--- src/rtl/assert_macros.svh ---
// Assertion macros shared by the pressure compensation RTL.
// Every assertion samples on i_clk and is disabled while i_rst_n is low.
`ifndef ASSERT_MACROS_SVH
`define ASSERT_MACROS_SVH

// Property must hold at every clock edge outside reset.
`define ASSERT_CLK(lbl, prop, msg) \
    lbl: assert property (@(posedge i_clk) disable iff (!i_rst_n) prop) else $error(msg);

// Expression must never be true outside reset.
`define ASSERT_NEVER(lbl, expr, msg) \
    lbl: assert property (@(posedge i_clk) disable iff (!i_rst_n) !(expr)) else $error(msg);

`endif

--- src/rtl/bpc_pkg.sv ---
// Shared types, constants and helpers for the pressure compensation pipeline.
// No dependencies.
`default_nettype none
package bpc_pkg;

    localparam int DIV_W = 32;

    // configuration register indexes
    localparam logic [2:0] CFG_AC123 = 3'd0;
    localparam logic [2:0] CFG_AC456 = 3'd1;
    localparam logic [2:0] CFG_B12   = 3'd2;
    localparam logic [2:0] CFG_MCMD  = 3'd3;
    localparam logic [2:0] CFG_OSS   = 3'd4;

    localparam logic [31:0] C_B6_OFS   = 32'd4000;
    localparam logic [31:0] C_K1       = 32'd3038;
    localparam logic [31:0] C_K2       = 32'hFFFF_E343;  // -7357
    localparam logic [31:0] C_K3       = 32'd3791;
    localparam logic [31:0] C_P_SCALE  = 32'd50000;
    localparam logic [31:0] C_B4_OFS   = 32'd32768;
    localparam logic [31:0] C_MSB      = 32'h8000_0000;

    typedef struct packed {
        logic [15:0] raw_temp;
        logic [18:0] raw_pressure;
    } t_in;

    typedef struct packed {
        logic signed [31:0] temperature_tenths;
        logic signed [31:0] pressure_pa;
        logic               div_error;
    } t_out;

    // calibration words, sign or zero extended to 32 bits
    typedef struct packed {
        logic [31:0] ac1;
        logic [31:0] ac2;
        logic [31:0] ac3;
        logic [31:0] ac4;
        logic [31:0] b1;
        logic [31:0] b2;
        logic [1:0]  oss;
    } t_coef;

    // sideband through the temperature divider
    typedef struct packed {
        logic [31:0] x1;
        logic        neg;
        logic        zero;
        logic [18:0] up;
    } t_tside;

    // sideband through the pressure divider
    typedef struct packed {
        logic [31:0] t;
        logic        zero;
        logic        big;
    } t_pside;

    function automatic logic [31:0] asr32(input logic [31:0] v, input logic [4:0] s);
        return 32'($signed(v) >>> s);
    endfunction

    function automatic logic [31:0] mul32(input logic [31:0] a, input logic [31:0] b);
        logic [63:0] p;
        p = a * b;
        return p[31:0];
    endfunction

endpackage
`default_nettype wire

--- src/rtl/bpc_div.sv ---
// Pipelined unsigned 32/32 restoring divider, one quotient bit per stage.
// Uses bpc_pkg; sideband rides along with each transaction.
`default_nettype none
module bpc_div #(
    parameter int SIDE_W = 1
) (
    input  wire logic              i_clk,
    input  wire logic              i_rst_n,
    input  wire logic              i_en,
    input  wire logic              i_valid,
    input  wire logic [31:0]       i_dividend,
    input  wire logic [31:0]       i_divisor,
    input  wire logic [SIDE_W-1:0] i_side,
    output logic                   o_valid,
    output logic [31:0]            o_quot,
    output logic [SIDE_W-1:0]      o_side
);
    import bpc_pkg::*;
    `include "assert_macros.svh"

    logic [DIV_W-1:0]  r_vld;
    logic [31:0]       r_rem  [DIV_W];
    logic [31:0]       r_num  [DIV_W];
    logic [31:0]       r_den  [DIV_W];
    logic [31:0]       r_quo  [DIV_W];
    logic [SIDE_W-1:0] r_side [DIV_W];

    genvar k;
    generate
        for (k = 0; k < DIV_W; k++) begin : g_stage
            logic [31:0]       s_rem, s_num, s_den, s_quo;
            logic [SIDE_W-1:0] s_side;
            logic              s_vld;
            logic [32:0]       n_trial;
            logic [32:0]       n_diff;
            logic [31:0]       n_rem;
            logic              n_bit;

            if (k == 0) begin : g_first
                assign s_vld  = i_valid;
                assign s_rem  = '0;
                assign s_num  = i_dividend;
                assign s_den  = i_divisor;
                assign s_quo  = '0;
                assign s_side = i_side;
            end else begin : g_next
                assign s_vld  = r_vld[k-1];
                assign s_rem  = r_rem[k-1];
                assign s_num  = r_num[k-1];
                assign s_den  = r_den[k-1];
                assign s_quo  = r_quo[k-1];
                assign s_side = r_side[k-1];
            end

            always_comb begin
                n_trial = {s_rem, s_num[31]};
                n_diff  = n_trial - {1'b0, s_den};
                n_bit   = !n_diff[32];
                n_rem   = n_bit ? n_diff[31:0] : n_trial[31:0];
            end

            always_ff @(posedge i_clk) begin
                if (!i_rst_n) begin
                    r_vld[k] <= 1'b0;
                end else if (i_en) begin
                    r_vld[k] <= s_vld;
                end
                if (i_en) begin
                    r_rem[k]  <= n_rem;
                    r_num[k]  <= {s_num[30:0], 1'b0};
                    r_den[k]  <= s_den;
                    r_quo[k]  <= {s_quo[30:0], n_bit};
                    r_side[k] <= s_side;
                end
            end
        end
    endgenerate

    assign o_valid = r_vld[DIV_W-1];
    assign o_quot  = r_quo[DIV_W-1];
    assign o_side  = r_side[DIV_W-1];

    // a held pipeline keeps every valid bit in place
    `ASSERT_CLK(a_div_hold, !i_en |=> $stable(r_vld), "divider valid bits moved while held")
    `ASSERT_CLK(a_div_shift, i_en |=> r_vld[DIV_W-1] == $past(r_vld[DIV_W-2]),
        "divider valid bit skipped a stage")

endmodule
`default_nettype wire

--- config.mk ---
export PLATFORM = sky130hd
export DESIGN_NAME = bpc_div
export DESIGN_NICKNAME = d
export VERILOG_FILES = /design/src/rtl/bpc_pkg.sv /design/src/rtl/bpc_div.sv
export VERILOG_INCLUDE_DIRS = /design/src /design/src/rtl
export SDC_FILE = /design/constraint.sdc
export NUM_CORES = 2
export LEC_CHECK = 0
export BUFFER_PORTS_ARGS = -buffer_cell sky130_fd_sc_hd__buf_2
export CAP_MARGIN = 20
export CORE_UTILIZATION = 55
export CTS_BUF_LIST = sky130_fd_sc_hd__clkbuf_2 sky130_fd_sc_hd__clkbuf_4 sky130_fd_sc_hd__clkbuf_8
export DETAILED_ROUTE_END_ITERATION = 6
export PLACE_DENSITY = 0.73
export RECOVER_POWER = 100
export SLEW_MARGIN = 20
export SYNTH_ARGS = -nofsm -noshare
export SYNTH_HDL_FRONTEND = slang
export SYNTH_MEMORY_MAX_BITS = 65536
export SYNTH_SLANG_ARGS = --single-unit
--- constraint.sdc ---
create_clock -name i_clk -period 10.2 [get_ports i_clk]
set_input_delay 1.53 -clock i_clk [delete_from_list [all_inputs] [get_ports i_clk]]
set_output_delay 1.53 -clock i_clk [all_outputs]
set_load 0.005 [all_outputs]
==> summary.txt <==
Floorplanning
  – Initial Utilization: between 50% and 60%
  – Die area: between 0.2 and 0.3 sq mm
  – Row cnt: between 150 and 200
  – Placeable core region: between 0.2 and 0.3 sq mm
  – Die H: around 530 microns
  – IO Count: 103
  – Die Width: between 500 and 600 microns

STA
  – Final setup vio count: 0
  – Fmax: about 0.14 GHz
  – Final Max Tran Viols: 2375
  – Worst rel slew slack: -198.1%
  – Clock skew: 74.14 ps
  – Final worst path period need: between 6000 and 7000 ps
  – Setup repair after global routing missed its margin: no
  – Transition time of the tightest slew-check pin: around 4500 ps
  – Tcrit/Tclk final: between 60% and 70%
  – Hold Vio Cnt, Final: 0
  – Setup TNS: 0 ps

Detailed routing
  – DR iter-0 viols: a little over 6000
  – Top sig layer: met5
  – DRT antenna net count: 0
  – Drt drc: 0
  – Wire length on met2: about 160000 microns
  – Avg WL per Cell: roughly 19 microns
  – Total Wirelength: 317300 microns
  – Via count: roughly 93000
  – Met3 Wirelength: 13980 microns
  – Via density: between 5 and 6
  – DRT met1 WL: 129000 microns
  – Drt first pass iters: 5

Critical path
  – Crit-path cells: buf_12 -> clkbuf_1 -> clkbuf_2
  – CP endpoint kind: flop
  – Slowest stage cell on the critical path: clkbuf_2
  – Critical setup path kind: input port to flop
  – Max stage delay on crit path: 2840 ps
  – Critical path startpoint category: input port
  – CP startpoint: i_en
  – CP Max Fanout: 150
  – R2R Path Start: r_den[1][320]
  – Crit path buffers/inverters: 3
  – Arr. time, crit path: around 7600 ps
  – Worst endpoint required time: 10850 ps
  – Top cell family by delay on the critical path: buffers and inverters

Synthesis
  – Area leader, netlist: edfxtp_1
  – Post-Synthesis Cell Area: 0.1543 sq mm
  – Yosys top cell area share: between 50% and 60%
  – Flops & latches, synth: 3072
  – Post-synthesis sequential area ratio: 59.58%
  – Cell variety after synth: 97
  – Top cells by area, synth: edfxtp_1 59%, ha_1 8.1%, mux2_2 4.6%
  – Synth Warn #: 0
  – Synthesized area per cell: roughly 13 sq um
  – Ys async rst share: 0%
  – Synth Instances: about 12000
  – Number of synthesized flops with an enable pin: ~3000
  – Top FF cell, synth: edfxtp_1

Global routing
  – Vias in the first global route: 95170
  – First-pass GRT wire length: around 500000 microns
  – Initial antenna violation count: 6
  – Grt ovf: 0
  – Global Route Usage Sum: approximately 22%
  – Largest net degree at the start of global routing: between 150 and 200

Status
  – Status: finished with violations
  – Failing checks: max-capacitance violations, max-slew violations

Placement
  – Gpl congestion: a little over 0.9
  – PortBufs: between 100 and 150
  – Dpl hpwl: ~230000 microns
  – Post-placement cell count: between 15000 and 20000

Job
  – Max-cap violations: 40

Clocking
  – CTS max path bufs: 4
  – CTS tree: yes
  – Cts repair resizes: 0
  – # clock sinks: a little over 3000
  – Root Buffer Master: clkbuf_8
  – Post-CTS Setup Bufs: 0
  – Num CTS Buffers: roughly 540
  – Worst-skew pair later-pin latency: ~1200 ps
  – H-tree Lvls: 6
  – Hold_buf cts: 0
  – CTS clk-pin slew, worst paths: around 60 ps

Finish
  – NumNets Final: approximately 13000
  – Fraction of layout cells with a size suffix above 1: approximately an eighth
  – Filler instances: 21660
  – Area Growth Syn to Fin: 9.381%
  – Post-Layout Cell Count: roughly 16000
  – Post-route core utilization: 60.46%

Power and ir drop
  – PD cells: approximately 330 mW/mm^2
  – Leakage Power: ~68 nW
  – P_int: between 0.03 and 0.04 W
  – Net Sw Frac: a little over a third
  – VDD IR-drop max: slightly above 0.2 mV
  – Flop pwr share: 36.5%
  – Power share of the clock group: around 20%
  – P_sw: 0.02002 W
  – Logic pwr share: 43.8%

Worst hold path
  – Worst Hold Launch: r_num[3][118]
  – Min-delay worst type: flop to flop
## layer usage
layer  vias to the layer above  global-route usage, %
li1                      44880                      -
met1                     45170                  26.55
met2                      2380                  39.41
met3                       814                  3.213
met4                         2                  9.314
met5                         -                      0
## power groups by stage
stage	sequential [W]	combinational, W	clock, W
CTS	0.0204	0.0250	0.0113
detailed placement	0.0206	0.0248	0
floorplan	0.0194	0.0201	0
global route	0.0206	0.0269	0.0119
global placement	0.0206	0.0239	0
finish	0.0204	0.0244	0.0110
## kinds of logic (layout without fill, tap and decap cells)
family | Yosys count | in the layout | synth area share (%)
fa+ha+maj | 1023 | 1023 | 8.442
mux | 855 | 855 | 6.342
flops | 3072 | 3072 | 59.58
buf+inv | 1440 | 2344 | 3.666
other cells | 1 | 21 | 0.002431
xor+xnor | 843 | 843 | 4.863
simple gates | 1951 | 1951 | 6.001
compound gates | 2638 | 2638 | 11.10
## layout make-up
| class | instances | area, sq um | share of cell area (%) |
|---|---|---|---|
| flip-flops and latches | 3072 | 91930 | 54.47 |
| inverters | 1236 | 4639 | 2.749 |
| repair buffers | 164 | 855.8 | 0.5071 |
| diodes | 6 | 15.01 | 0.008897 |
| clock buffers | 699 | 8651 | 5.126 |
| well taps | 3724 | 4659 | 2.761 |
| clock inverters | 245 | 1733 | 1.027 |
| multi-input cells | 7325 | 56280 | 33.35 |
## flip-flops by register name, summed over array words and instances, names as in the netlist
register	flops
r_side	32
r_rem	992
r_num	496
r_quo	528
r_den	992
o_valid	1
g_stage.s_vld	31
## synth_stat cells, types with 154 or more instances
| cell | count |
|---|---|
| edfxtp_1 | 3040 |
| inv_1 | 1235 |
| ha_1 | 993 |
| a21oi_1 | 792 |
| mux2_2 | 633 |
| nand2_1 | 574 |
| xnor2_1 | 513 |
| nor2_1 | 508 |
| o21ai_0 | 474 |
| a21o_1 | 460 |
| xor2_1 | 314 |
| nand3_1 | 187 |
| nor2b_1 | 154 |
## metrics by stage
step | total power, W | worst slack [ps] | area [sq um] | hold WS [ps]
floorplan | 0.03949 | 6493 | 154300 | 400.3
global placement | 0.04452 | 5177 | 159400 | 400.2
detailed placement | 0.04543 | 5295 | 159500 | 404.5
CTS | 0.05676 | 5246 | 169900 | 368.7
global route | 0.05940 | 2967 | 168800 | 388.7
finish | 0.05571 | 3284 | 168800 | 387.8
## worst paths after layout
kind                                 endpoint  slack, ps  cells after the start
worst max-delay path             r_rem[6][21]       3280                      3
worst min-delay path             r_num[4][26]        390                      0
worst max register to register  r_rem[6][104]       3730                     14
worst min register to register   r_num[4][26]        390                      0
## cell usage in the layout (no fill, tap or decap), types with 51 or more instances in the layout
master    count
o211ai_1     65
a211oi_1     56
nand2_1     574
clkinv_2     56
o31ai_1      67
and3_1       64
nor2_1      508
clkbuf_4    155
nand3_1     187
nor2b_1     154
nor3_1       96
a21oi_1     796
mux2_2      594
xor2_1      319
mux2_1      144
o21bai_1     89
xnor2_1     514
nand4_1      66
buf_2        51
o21a_1      130
a21o_1      460
edfxtp_1   3040
clkinv_1    122
a31oi_1     121
nand2b_1    116
inv_1      1236
o21ai_0     497
clkbuf_1     96
ha_1        993
mux2i_1     117
clkbuf_8    544
## worst reg2reg max path: cells and delay by family, from the launching register on
kind | cells | cell delay, ps
AOI/OAI and AO/OA | 8 | 2540
DFF | 1 | 390
and+or+nand+nor | 1 | 140
buffers and inverters | 1 | 1000
adders and majority gates | 2 | 640
muxes | 1 | 450
xor gates and xnor gates | 1 | 1050
Note: power is estimated with default switching activity, not from simulation.
